==> config.mk <==
export PLATFORM = sky130hd
export DESIGN_NAME = sorted_priority_queue_flat
export DESIGN_NICKNAME = d
export VERILOG_FILES = /design/src/rtl/core/spq_pkg.sv /design/src/rtl/core/spq_if.sv /design/src/rtl/core/spq_cell.sv /design/src/rtl/core/spq_ctrl.sv /design/src/rtl/core/sorted_priority_queue.sv /design/src/flat_wrapper.sv
export SDC_FILE = /design/constraint.sdc
export NUM_CORES = 2
export LEC_CHECK = 0
export ABC_AREA = 1
export BUFFER_PORTS_ARGS = -buffer_cell sky130_fd_sc_hd__buf_2
export CAP_MARGIN = 10
export CORE_MARGIN = 2
export CORE_UTILIZATION = 40
export CTS_CLUSTER_DIAMETER = 60
export CTS_CLUSTER_SIZE = 14
export DETAILED_ROUTE_END_ITERATION = 12
export GPL_ROUTABILITY_DRIVEN = 0
export PLACE_DENSITY_LB_ADDON = 0.05
export SYNTH_ARGS = -nofsm -noshare
export SYNTH_HDL_FRONTEND = slang
export SYNTH_SLANG_ARGS = --single-unit
==> constraint.sdc <==
create_clock -name clk -period 28 [get_ports clk]
set_input_delay 4.2 -clock clk [delete_from_list [all_inputs] [get_ports clk]]
set_output_delay 4.2 -clock clk [all_outputs]
set_load 0.05 [all_outputs]
==> src/rtl/core/spq_pkg.sv <==
// Shared types, field widths, operation and status codes for the sorted priority queue.
// No dependencies; every other file in rtl/core depends on this package.
`default_nettype none

package spq_pkg;

  localparam int DEPTH_DEF = 16;
  localparam int OP_W      = 3;
  localparam int ST_W      = 3;
  localparam int PRI_W     = 16;
  localparam int VAL_W     = 32;

  localparam logic [OP_W-1:0] OP_INSERT = 3'd0;
  localparam logic [OP_W-1:0] OP_HEAD   = 3'd1;
  localparam logic [OP_W-1:0] OP_TAIL   = 3'd2;
  localparam logic [OP_W-1:0] OP_AT     = 3'd3;
  localparam logic [OP_W-1:0] OP_SEARCH = 3'd4;

  localparam logic [ST_W-1:0] ST_OK       = 3'd0;
  localparam logic [ST_W-1:0] ST_FULL     = 3'd1;
  localparam logic [ST_W-1:0] ST_EMPTY    = 3'd2;
  localparam logic [ST_W-1:0] ST_BADPOS   = 3'd3;
  localparam logic [ST_W-1:0] ST_NOTFOUND = 3'd4;

  typedef struct packed {
    logic        [PRI_W-1:0] pri;
    logic signed [VAL_W-1:0] value;
  } entry_t;

  typedef struct packed {
    logic insert;
    logic remove;
    logic scan_load;
    logic scan_shift;
  } cell_cmd_t;

endpackage

`default_nettype wire

==> src/rtl/core/spq_if.sv <==
// Valid/ready channel interfaces for the request and result items.
// Depends on spq_pkg for field widths; DEPTH sets the position and count widths.
`default_nettype none

interface spq_in_if #(parameter int DEPTH = spq_pkg::DEPTH_DEF);
  logic                                valid;
  logic                                ready;
  logic [spq_pkg::OP_W-1:0]            operation;
  logic [spq_pkg::PRI_W-1:0]           entry_priority;
  logic signed [spq_pkg::VAL_W-1:0]    entry_value;
  logic [$clog2(DEPTH+1)-1:0]          position;

  modport source (output valid, operation, entry_priority, entry_value, position,
                  input ready);
  modport sink   (input valid, operation, entry_priority, entry_value, position,
                  output ready);
endinterface

interface spq_out_if #(parameter int DEPTH = spq_pkg::DEPTH_DEF);
  logic                                valid;
  logic                                ready;
  logic [spq_pkg::ST_W-1:0]            status;
  logic [spq_pkg::PRI_W-1:0]           out_priority;
  logic signed [spq_pkg::VAL_W-1:0]    out_value;
  logic [$clog2(DEPTH+1)-1:0]          out_position;
  logic [$clog2(DEPTH+1)-1:0]          entry_count;

  modport source (output valid, status, out_priority, out_value, out_position, entry_count,
                  input ready);
  modport sink   (input valid, status, out_priority, out_value, out_position, entry_count,
                  output ready);
endinterface

`default_nettype wire

==> src/rtl/core/spq_cell.sv <==
// One queue cell: a stored entry that shifts with its neighbors, plus a scan register.
// Depends on spq_pkg; instantiated DEPTH times by sorted_priority_queue.
`default_nettype none

module spq_cell #(
  parameter int DEPTH = spq_pkg::DEPTH_DEF,
  parameter int INDEX = 0
) (
  input  logic                        clk,
  input  spq_pkg::cell_cmd_t          cmd,
  input  logic [$clog2(DEPTH+1)-1:0]  count,
  input  logic [$clog2(DEPTH+1)-1:0]  tgt,
  input  spq_pkg::entry_t             new_entry,
  input  spq_pkg::entry_t             left_entry,
  input  logic                        left_ge,
  input  spq_pkg::entry_t             right_entry,
  input  spq_pkg::entry_t             right_scan,
  output spq_pkg::entry_t             entry,
  output logic                        ge,
  output spq_pkg::entry_t             scan
);
  import spq_pkg::*;

  localparam int CW = $clog2(DEPTH+1);
  localparam logic [CW-1:0] IDX = CW'(INDEX);

  assign ge = (IDX < count) && (entry.pri >= new_entry.pri);

  always_ff @(posedge clk) begin
    if (cmd.insert) begin
      if (!ge) begin
        entry <= left_ge ? new_entry : left_entry;
      end
    end else if (cmd.remove && (IDX >= tgt)) begin
      entry <= right_entry;
    end
  end

  always_ff @(posedge clk) begin
    if (cmd.scan_load) begin
      scan <= entry;
    end else if (cmd.scan_shift) begin
      scan <= right_scan;
    end
  end

endmodule

`default_nettype wire

==> src/rtl/core/spq_ctrl.sv <==
// Sequencer: decodes each item, drives the cell row, walks the scan line, holds the result.
// Depends on spq_pkg and the spq_in_if / spq_out_if interfaces.
`default_nettype none

module spq_ctrl #(
  parameter int DEPTH = spq_pkg::DEPTH_DEF
) (
  input  logic                        clk,
  input  logic                        rst,
  spq_in_if.sink                      req,
  spq_out_if.source                   rsp,
  input  spq_pkg::entry_t             head,
  output spq_pkg::cell_cmd_t          cmd,
  output logic [$clog2(DEPTH+1)-1:0]  count,
  output logic [$clog2(DEPTH+1)-1:0]  tgt_now,
  output spq_pkg::entry_t             new_entry
);
  import spq_pkg::*;

  localparam int CW = $clog2(DEPTH+1);
  localparam logic [CW-1:0] FULL_CNT = CW'(DEPTH);
  localparam logic [CW-1:0] ONE      = CW'(1);

  localparam logic [1:0] S_IDLE = 2'd0;
  localparam logic [1:0] S_SCAN = 2'd1;
  localparam logic [1:0] S_FIN  = 2'd2;

  localparam logic [1:0] M_TAKE   = 2'd0;
  localparam logic [1:0] M_INSERT = 2'd1;
  localparam logic [1:0] M_SEARCH = 2'd2;

  logic [1:0]              state;
  logic [1:0]              mode;
  logic [CW-1:0]           cnt;
  logic [CW-1:0]           idx;
  logic [CW-1:0]           lim;
  logic [CW-1:0]           tgt;
  logic [PRI_W-1:0]        key_pri;
  logic signed [VAL_W-1:0] key_val;
  logic [ST_W-1:0]         res_status;
  logic [PRI_W-1:0]        res_pri;
  logic signed [VAL_W-1:0] res_val;
  logic [CW-1:0]           res_pos;

  logic                    out_valid;
  logic [ST_W-1:0]         out_status;
  logic [PRI_W-1:0]        out_pri;
  logic signed [VAL_W-1:0] out_val;
  logic [CW-1:0]           out_pos;
  logic [CW-1:0]           out_cnt;

  logic accept;
  logic full;
  logic empty;
  logic pos_bad;
  logic is_take;
  logic ins_ok;
  logic take_ok;
  logic [CW-1:0] k_comb;

  assign req.ready = (state == S_IDLE) && !rst;
  assign accept    = req.valid && req.ready;

  assign full    = (cnt >= FULL_CNT);
  assign empty   = (cnt == '0);
  assign pos_bad = (req.position == '0) || (req.position > cnt);
  assign is_take = (req.operation == OP_HEAD) || (req.operation == OP_TAIL) ||
                   (req.operation == OP_AT);
  assign ins_ok  = (req.operation == OP_INSERT) && !full;
  assign take_ok = is_take && !empty && !((req.operation == OP_AT) && pos_bad);

  always_comb begin
    case (req.operation)
      OP_TAIL: k_comb = cnt - ONE;
      OP_AT:   k_comb = req.position - ONE;
      default: k_comb = '0;
    endcase
  end

  assign cmd.insert     = accept && ins_ok;
  assign cmd.remove     = accept && take_ok;
  assign cmd.scan_load  = accept;
  assign cmd.scan_shift = (state == S_SCAN);
  assign count          = cnt;
  assign tgt_now        = k_comb;
  assign new_entry.pri   = req.entry_priority;
  assign new_entry.value = req.entry_value;

  always_ff @(posedge clk) begin
    if (rst) begin
      state     <= S_IDLE;
      cnt       <= '0;
      out_valid <= 1'b0;
    end else begin
      if (state == S_FIN && (!out_valid || rsp.ready)) begin
        out_valid  <= 1'b1;
        out_status <= res_status;
        out_pri    <= res_pri;
        out_val    <= res_val;
        out_pos    <= res_pos;
        out_cnt    <= cnt;
        state      <= S_IDLE;
      end else if (rsp.ready) begin
        out_valid <= 1'b0;
      end

      if (accept) begin
        key_pri    <= req.entry_priority;
        key_val    <= req.entry_value;
        lim        <= cnt;
        tgt        <= k_comb;
        idx        <= '0;
        res_status <= ST_OK;
        res_pri    <= '0;
        res_val    <= '0;
        res_pos    <= '0;
        state      <= S_FIN;
        case (req.operation)
          OP_INSERT: begin
            if (full) begin
              res_status <= ST_FULL;
            end else begin
              mode  <= M_INSERT;
              state <= S_SCAN;
              cnt   <= cnt + ONE;
            end
          end
          OP_HEAD, OP_TAIL, OP_AT: begin
            if (empty) begin
              res_status <= ST_EMPTY;
            end else if (!take_ok) begin
              res_status <= ST_BADPOS;
            end else begin
              mode  <= M_TAKE;
              state <= S_SCAN;
              cnt   <= cnt - ONE;
            end
          end
          OP_SEARCH: begin
            if (empty) begin
              res_status <= ST_EMPTY;
            end else begin
              mode  <= M_SEARCH;
              state <= S_SCAN;
            end
          end
          default: ;
        endcase
      end

      if (state == S_SCAN) begin
        case (mode)
          M_TAKE: begin
            if (idx == tgt) begin
              res_pri <= head.pri;
              res_val <= head.value;
              res_pos <= idx + ONE;
              state   <= S_FIN;
            end else begin
              idx <= idx + ONE;
            end
          end
          M_INSERT: begin
            if (idx == lim || head.pri < key_pri) begin
              res_pos <= idx + ONE;
              state   <= S_FIN;
            end else begin
              idx <= idx + ONE;
            end
          end
          M_SEARCH: begin
            if (idx == lim) begin
              res_status <= ST_NOTFOUND;
              state      <= S_FIN;
            end else if (head.value == key_val) begin
              res_pri <= head.pri;
              res_val <= head.value;
              res_pos <= idx + ONE;
              state   <= S_FIN;
            end else begin
              idx <= idx + ONE;
            end
          end
          default: state <= S_FIN;
        endcase
      end
    end
  end

  assign rsp.valid        = out_valid;
  assign rsp.status       = out_status;
  assign rsp.out_priority = out_pri;
  assign rsp.out_value    = out_val;
  assign rsp.out_position = out_pos;
  assign rsp.entry_count  = out_cnt;

endmodule

`default_nettype wire

==> src/rtl/core/sorted_priority_queue.sv <==
// Sorted priority queue: top level, a row of DEPTH cells and the sequencer.
// Depends on spq_pkg, spq_if, spq_cell and spq_ctrl.
//
// Bounded priority queue of DEPTH entries kept in descending priority order, oldest first
// among equal priorities. The store itself changes in the cycle an item is accepted: every
// cell compares its own entry and takes its neighbor's entry or the new one. The result comes
// from a scan line loaded from the cells at the same edge and shifted toward cell 0, one entry
// per cycle, past a single compare at the head. An item rejected outright (full, empty, bad
// position, unused operation) goes straight to the finish state; insert, remove and search
// first shift the scan up to the 0-based slot that they reach. One item is in work at a time;
// the next may be accepted while the previous result waits in the output register.
`default_nettype none

module sorted_priority_queue #(
  parameter int DEPTH = spq_pkg::DEPTH_DEF
) (
  input  logic       clk,
  input  logic       rst,
  spq_in_if.sink     req,
  spq_out_if.source  rsp
);
  import spq_pkg::*;

  localparam int CW = $clog2(DEPTH+1);

  cell_cmd_t     cmd;
  logic [CW-1:0] count;
  logic [CW-1:0] tgt_now;
  entry_t        new_entry;
  entry_t        ent  [DEPTH];
  entry_t        scan [DEPTH];
  logic          ge   [DEPTH];

  spq_ctrl #(.DEPTH(DEPTH)) u_ctrl (
    .clk       (clk),
    .rst       (rst),
    .req       (req),
    .rsp       (rsp),
    .head      (scan[0]),
    .cmd       (cmd),
    .count     (count),
    .tgt_now   (tgt_now),
    .new_entry (new_entry)
  );

  for (genvar i = 0; i < DEPTH; i++) begin : g_cell
    entry_t left_e;
    logic   left_g;
    entry_t right_e;
    entry_t right_s;

    if (i == 0) begin : g_first
      assign left_e = new_entry;
      assign left_g = 1'b1;
    end else begin : g_mid
      assign left_e = ent[i-1];
      assign left_g = ge[i-1];
    end

    if (i == DEPTH-1) begin : g_last
      assign right_e = ent[i];
      assign right_s = scan[i];
    end else begin : g_inner
      assign right_e = ent[i+1];
      assign right_s = scan[i+1];
    end

    spq_cell #(.DEPTH(DEPTH), .INDEX(i)) u_cell (
      .clk         (clk),
      .cmd         (cmd),
      .count       (count),
      .tgt         (tgt_now),
      .new_entry   (new_entry),
      .left_entry  (left_e),
      .left_ge     (left_g),
      .right_entry (right_e),
      .right_scan  (right_s),
      .entry       (ent[i]),
      .ge          (ge[i]),
      .scan        (scan[i])
    );
  end

endmodule

`default_nettype wire

==> src/flat_wrapper.sv <==
// flat-port wrapper written by rule: the top's interface ports become plain ports
module sorted_priority_queue_flat import spq_pkg::*;
#(
  parameter int DEPTH = spq_pkg::DEPTH_DEF
)
  (clk, rst, req_valid, req_operation, req_entry_priority, req_entry_value, req_position, req_ready, rsp_valid, rsp_status, rsp_out_priority, rsp_out_value, rsp_out_position, rsp_entry_count, rsp_ready);
  spq_in_if #(.DEPTH(DEPTH)) req_i ();
  spq_out_if #(.DEPTH(DEPTH)) rsp_i ();
  input  logic clk;
  input  logic rst;
  input wire logic [$bits(req_i.valid)-1:0] req_valid;
  input wire logic [$bits(req_i.operation)-1:0] req_operation;
  input wire logic [$bits(req_i.entry_priority)-1:0] req_entry_priority;
  input wire logic [$bits(req_i.entry_value)-1:0] req_entry_value;
  input wire logic [$bits(req_i.position)-1:0] req_position;
  output wire logic [$bits(req_i.ready)-1:0] req_ready;
  output wire logic [$bits(rsp_i.valid)-1:0] rsp_valid;
  output wire logic [$bits(rsp_i.status)-1:0] rsp_status;
  output wire logic [$bits(rsp_i.out_priority)-1:0] rsp_out_priority;
  output wire logic [$bits(rsp_i.out_value)-1:0] rsp_out_value;
  output wire logic [$bits(rsp_i.out_position)-1:0] rsp_out_position;
  output wire logic [$bits(rsp_i.entry_count)-1:0] rsp_entry_count;
  input wire logic [$bits(rsp_i.ready)-1:0] rsp_ready;
  assign req_i.valid = req_valid;
  assign req_i.operation = req_operation;
  assign req_i.entry_priority = req_entry_priority;
  assign req_i.entry_value = req_entry_value;
  assign req_i.position = req_position;
  assign req_ready = req_i.ready;
  assign rsp_valid = rsp_i.valid;
  assign rsp_status = rsp_i.status;
  assign rsp_out_priority = rsp_i.out_priority;
  assign rsp_out_value = rsp_i.out_value;
  assign rsp_out_position = rsp_i.out_position;
  assign rsp_entry_count = rsp_i.entry_count;
  assign rsp_i.ready = rsp_ready;
  sorted_priority_queue #(.DEPTH(DEPTH)) u_core (.clk(clk), .rst(rst), .req(req_i), .rsp(rsp_i));
endmodule
== Word level (Yosys, flattened, before mapping) ==
Index checks and enable logic that the tools add are counted.

* Input port bits: 60
* Register bits after elaboration: 1726

* Muxes and demuxes: 150
* Eq/ne operators: 30
* Bitwise gates (word level): 2
* Add/subtract/negate cells: 4
* Magnitude comparators: 50
* Reduce and logical (&&, ||, !) cells: 95

{| class="wikitable"
|+ Operators with widths
! kind !! count
|-
| $mux 48 || 90
|-
| $ge 16x16->1 || 16
|-
| $mux 32 || 5
|-
| $mux 16 || 5
|-
| $mux 5 || 15
|-
| $pmux 32 s2 || 1
|-
| $logic_and 1x1->1 || 40
|-
| $lt 4x5->1 const A || 8
|-
| $ne 2x2->1 const B || 19
|-
| $mux 2 || 18
|-
| $reduce_and 2->1 || 18
|-
| $reduce_bool 2->1 || 18
|-
| $ge 4x5->1 const A || 7
|-
| $eq 32x32->1 || 1
|-
| $pmux 16 s2 || 1
|-
| $pmux 5 s3 || 2
|-
| $pmux 2 s3 || 4
|-
| $ge 3x5->1 const A || 4
|-
| $lt 3x5->1 const A || 4
|-
| $pmux 5 s2 || 2
|-
| $lt 16x16->1 || 1
|-
| $mux 3 || 4
|-
| $add 5x1->5 const B || 2
|-
| $eq 5x5->1 || 2
|-
| 23 further kinds || 44
|}

== Depth between registers and ports, before layout ==
* Depth in word-level cells: 13
* Gate-level depth with buffers: 17
* Depth with buffers taken out: 17

== By module ==
Synthesis repeated with hierarchy kept, for this count alone.

* Cells, all modules: 9661
* Area total of the unflattened synthesis: 89072.9 sq um

{| class="wikitable"
|+ By module, submodules not included
! module !! cells each !! instances !! area each (sq um) !! seq. area each (sq um)
|-
| spq_cell (u_core.g_cell[13].u_cell ...) || 545 || 2 || 4968.5 || 2882.8
|-
| spq_ctrl || 933 || 1 || 9535.4 || 5625.4
|-
| spq_cell (u_core.g_cell[8].u_cell) || 548 || 1 || 5168.7 || 2882.8
|-
| spq_cell (u_core.g_cell[10].u_cell) || 550 || 1 || 4983.5 || 2882.8
|-
| spq_cell (u_core.g_cell[2].u_cell) || 550 || 1 || 4982.3 || 2882.8
|-
| spq_cell (u_core.g_cell[12].u_cell) || 549 || 1 || 4981.0 || 2882.8
|-
| spq_cell (u_core.g_cell[4].u_cell) || 548 || 1 || 4976.0 || 2882.8
|-
| spq_cell (u_core.g_cell[9].u_cell) || 549 || 1 || 4976.0 || 2882.8
|-
| spq_cell (u_core.g_cell[6].u_cell) || 545 || 1 || 4972.3 || 2882.8
|-
| spq_cell (u_core.g_cell[11].u_cell) || 546 || 1 || 4967.3 || 2882.8
|-
| spq_cell (u_core.g_cell[5].u_cell) || 542 || 1 || 4957.3 || 2882.8
|-
| spq_cell (u_core.g_cell[1].u_cell) || 542 || 1 || 4956.0 || 2882.8
|-
| spq_cell (u_core.g_cell[7].u_cell) || 541 || 1 || 4949.7 || 2882.8
|-
| spq_cell (u_core.g_cell[15].u_cell) || 539 || 1 || 4916.0 || 2882.8
|-
| 3 more rows || - || - || - || -
|}

== Worst setup path before layout ==
Ideal clock, no wire load.

* Kind: in2reg
* Start: in rst
* End: reg, netlist name u_core.g_cell[0].u_cell.scan[0]
* Path buffers: 3
* Cell stages on the path: 6
* Setup time: 5.035 ns
* Setup slack: 6.313 ns
* Data arrival time: 16.652 ns
* Cell sequence: nor3_4 -> nand2_2 -> buf_2 -> buf_2 -> clkbuf_1 -> nand2_1

* Word-level cells in the longest chain between the ends: 4

{| class="wikitable"
|+ Ends and longest elaborated chain
! what !! RTL line !! RTL
|-
| start: declaration || flat_wrapper.sv:10 || <nowiki>input logic rst;</nowiki>
|-
| $logic_not 1->1 || spq_ctrl.sv:61 || <nowiki>assign req.ready = (state == S_IDLE) && !rst;</nowiki>
|-
| $logic_and 1x1->1 || spq_ctrl.sv:61 ||
|-
| $logic_and 1x1->1 || spq_ctrl.sv:62 || <nowiki>assign accept = req.valid && req.ready;</nowiki>
|-
| $reduce_bool 2->1 (no source line) || - ||
|}

No other way between the ends.
A chain may end at the register's enable or synchronous reset.

== Worst setup path after layout ==
* Start: in rst
* End: out req_ready

* Word-level cells in the longest chain between the ends: 2

{| class="wikitable"
|+ Ends and longest elaborated chain
! what !! RTL line !! RTL
|-
| $logic_not 1->1 || spq_ctrl.sv:61 ||
|-
| $logic_and 1x1->1 || spq_ctrl.sv:61 ||
|-
| end: declaration || flat_wrapper.sv:16 || <nowiki>output wire logic [$bits(req_i.ready)-1:0] req_ready;</nowiki>
|}

No other way between the ends.

==> results.py <==
metrics = {
    "timing": {
        "fmax_mhz": 110,
        "fin_setup_tns_ps": 0,
        "maxSlewViolCount": 0,
        "max_slew_margin_pct": 14.7,
        "final_hold_viol_count": 0,
        "rsz0062_at_grt": "no",
        "finalWorstSetupSlack_ps": 18880,
        "skew_ps": 29.5,
        "setup_viol": 0,
        "tightest_slew_ps": 1270,
        "post-route-period-util_pct": 32.6,
        "fin_crit_ps": 9120,
    },
    "critical_path": {
        "crit_path_end_kind": "output port",
        "critPathLaunch": "rst",
        "worstPathMaxFanout": 6,
        "arrival_ps": 4920,
        "crit_type": "input pin to output port",
        "required_ps": 23800,
        "cp-start-kind": "input pin",
        "reg2reg_from": "u_core.u_ctrl.count[4]",
    },
    "cts": {
        "cts_resized": 0,
        "clk_path_buf_depth": 3,
        "cts-buffers-inserted": 166,
        "htree_levels": 4,
        "clock-sinks": 1726,
        "clk_pin_slew_ps": 70,
        "clock_latency_ps": 850,
        "hold_buffers": 0,
        "root_buffer": "clkbuf_16",
        "tritoncts": "yes",
        "post_cts_buffers": 0,
    },
    "route": {
        "vias": 67000,
        "ant_nets": 0,
        "drc": 0,
        "drt_iter0_drc": 8595,
        "wl_per_cell_um": 26.7,
        "vias_per_cell": 5.69,
        "wirelength_mm": 315,
        "drt_first_pass_iters": 8,
    },
    "cells_and_area": {
        "n_fill_cell": 20800,
        "multiInputGateArea_sq_um": 28600,
        "area_growth_pct": 9.54,
        "final_nets": 9137,
        "register_area_sq_um": 51700,
        "fin_util_pct": 44.0,
        "drive_gt1_share_pct": 6.87,
    },
    "run_status": {
        "status": "finished clean",
    },
    "synthesis": {
        "synth_area_per_cell_sq_um": 9.60,
        "mappedNetlistNets": 9320,
        "synth_area_sq_um": 86300,
        "seq_area_frac_synth_pct": 60.0,
        "yosys_warnings": 0,
        "synth_ff_type": "edfxtp_1",
        "synth_top_area_share_pct": 59.8,
        "async_reset_ff_share_pct": 0,
        "synth_edf_count": 1718,
        "synth_largest_area_cell": "edfxtp_1",
        "yosys.cell_types.count": 43,
        "synth-seq-cells": 1726,
        "ys_top_cells_by_area": "edfxtp_1 60%, nand2_1 9.4%, o21ai_0 8.7%",
        "syn_inst": 8993,
    },
    "floorplanning": {
        "die_w_um": 468,
        "rows": 170,
        "num_io_pins": 123,
        "dieArea_sq_um": 219000,
        "fp.coreArea_sq_um": 215000,
        "fp.dieH_um": 468,
        "start_util_pct": 40.2,
    },
    "global_routing": {
        "first_global_vias": 62000,
        "grt_pass1_wl_mm": 451,
        "track_usage_pct": 28.2,
        "antenna_found_initial": 12,
        "grt_max_degree": 235,
        "overflow": 0,
    },
    "placed_design": {
        "port_buffers": 122,
        "pre_cts_ws_ps": 18260,
        "place_hpwl_mm": 187,
    },
    "hold_path": {
        "min_path_type": "register to register",
        "hp-start": "u_core.g_cell[15].u_cell.entry[8]",
    },
    "power_and_ir_drop": {
        "pwr_density_cell_nw_per_um2": 65.2,
        "ir_drop_v": 0.0000413,
        "total_power_mw": 6.16,
        "p_leak_nw": 37.3,
    },
    "flow_run": {
        "maxCapViolCount": 0,
    },
}
[sequential cells by signal, summed over array words and instances, names as in the netlist, 5 cells and up]
signal	count
u_core.u_ctrl.rsp.out_value	32
u_core.u_ctrl.rsp.out_position	5
u_core.u_ctrl.tgt	5
u_core.u_ctrl.res_val	32
u_core.g_cell.u_cell.scan	768
u_core.u_ctrl.key_pri	16
u_core.u_ctrl.lim	5
u_core.u_ctrl.rsp.out_priority	16
u_core.u_ctrl.rsp.entry_count	5
u_core.u_ctrl.count	5
u_core.u_ctrl.key_val	32
u_core.g_cell.u_cell.entry	768
u_core.u_ctrl.idx	5
u_core.u_ctrl.res_pos	5
u_core.u_ctrl.res_pri	16
[Yosys cell counts, types with 2 or more instances]
| master | number |
|---|---|
| o22ai_1 | 2 |
| nand4_1 | 16 |
| or2_1 | 2 |
| nor3_1 | 25 |
| inv_1 | 930 |
| a21oi_1 | 158 |
| o21ai_0 | 1494 |
| nand2_4 | 2 |
| o21ai_1 | 105 |
| ha_1 | 267 |
| xor2_1 | 10 |
| nand3_1 | 1334 |
| buf_1 | 17 |
| buf_2 | 302 |
| buf_6 | 9 |
| o21bai_1 | 3 |
| xnor2_1 | 22 |
| nand3_2 | 2 |
| edfxtp_1 | 1718 |
| nor2_4 | 4 |
| o211ai_1 | 15 |
| o21a_1 | 3 |
| o21ai_2 | 11 |
| nor3_4 | 2 |
| inv_2 | 10 |
| nor2_1 | 66 |
| buf_4 | 24 |
| clkbuf_1 | 261 |
| nor2_2 | 4 |
| nand4_2 | 2 |
| dfxtp_1 | 8 |
| nand2_2 | 5 |
| nand2_1 | 2150 |
[where the power goes]
part	leakage [nW]	switching [mW]	total (mW)	internal, mW
clock	2.59	1.07	2.34	1.27
combinational	18.7	0.569	0.721	0.152
sequential	16.0	0.0567	3.10	3.04
[stage by stage]
| stage | instances | hold slack [ps] | cell area (sq um) |
|---|---|---|---|
| floorplan | 8993 | 420 | 86300 |
| global placement | 11500 | 420 | 89200 |
| detailed placement | 11500 | 427 | 89200 |
| CTS | 11800 | 439 | 94500 |
| global route | 11800 | 449 | 94500 |
| finish | 11800 | 445 | 94500 |
[critical path, stage by stage]
cell and delay (ps):
buf_2 160, nor3_4 230, buf_2 320
[routing by layer]
metal	up-vias	routed length [um]	track usage (%)	share of wire [%]
li1	30600	-	-	-
met1	33200	141000	41.5	45
met2	2881	139000	43.2	44
met3	320	28600	5.51	9.1
met4	0	5980	5.89	1.9
met5	-	0	0	0
[cell type report]
type	instances	area share (%)
clock inverters	94	1.07
multi-input cells	5712	30.2
repair buffers	263	1.86
clock buffers	191	4.61
flip-flops and latches	1726	54.7
well taps	2838	3.76
inverters	941	3.74
diodes	5	0.0132
[cell usage in the layout (no fill, tap or decap), drive strengths merged, types with 13 or more instances in the layout]
| cell | n |
|---|---|
| nor3 | 28 |
| inv | 953 |
| nor2 | 74 |
| bufinv | 16 |
| edfxtp | 1718 |
| nand2 | 2157 |
| a21oi | 158 |
| nand4 | 18 |
| xnor2 | 22 |
| o211ai | 15 |
| ha | 267 |
| o21ai | 1610 |
| nand3 | 1336 |
| clkinvlp | 13 |
| clkbuf | 191 |
| clkinv | 53 |
| buf | 263 |
[cell families after synthesis]
| family | after synthesis | share of synthesized area [%] |
|---|---|---|
| mux | 1 | 0.0116 |
| compound gates | 1794 | 10.5 |
| xor+xnor | 32 | 0.325 |
| buf+inv | 1555 | 7.39 |
| simple gates | 3618 | 17.9 |
| fa+ha+maj | 267 | 3.87 |
| flops | 1726 | 60.0 |
[path summary, 6_finish.rpt]
path | slack (ps) | to | depth (start not counted)
worst max-delay path | 18880 | req_ready | 3
worst min-delay path | 450 | u_core.g_cell[15].u_cell.scan[8] | 0
worst max register to register | 21910 | u_core.g_cell[14].u_cell.entry[19] | 11
worst min register to register | 450 | u_core.g_cell[15].u_cell.scan[8] | 0
Power figures use the tool's default switching activity.
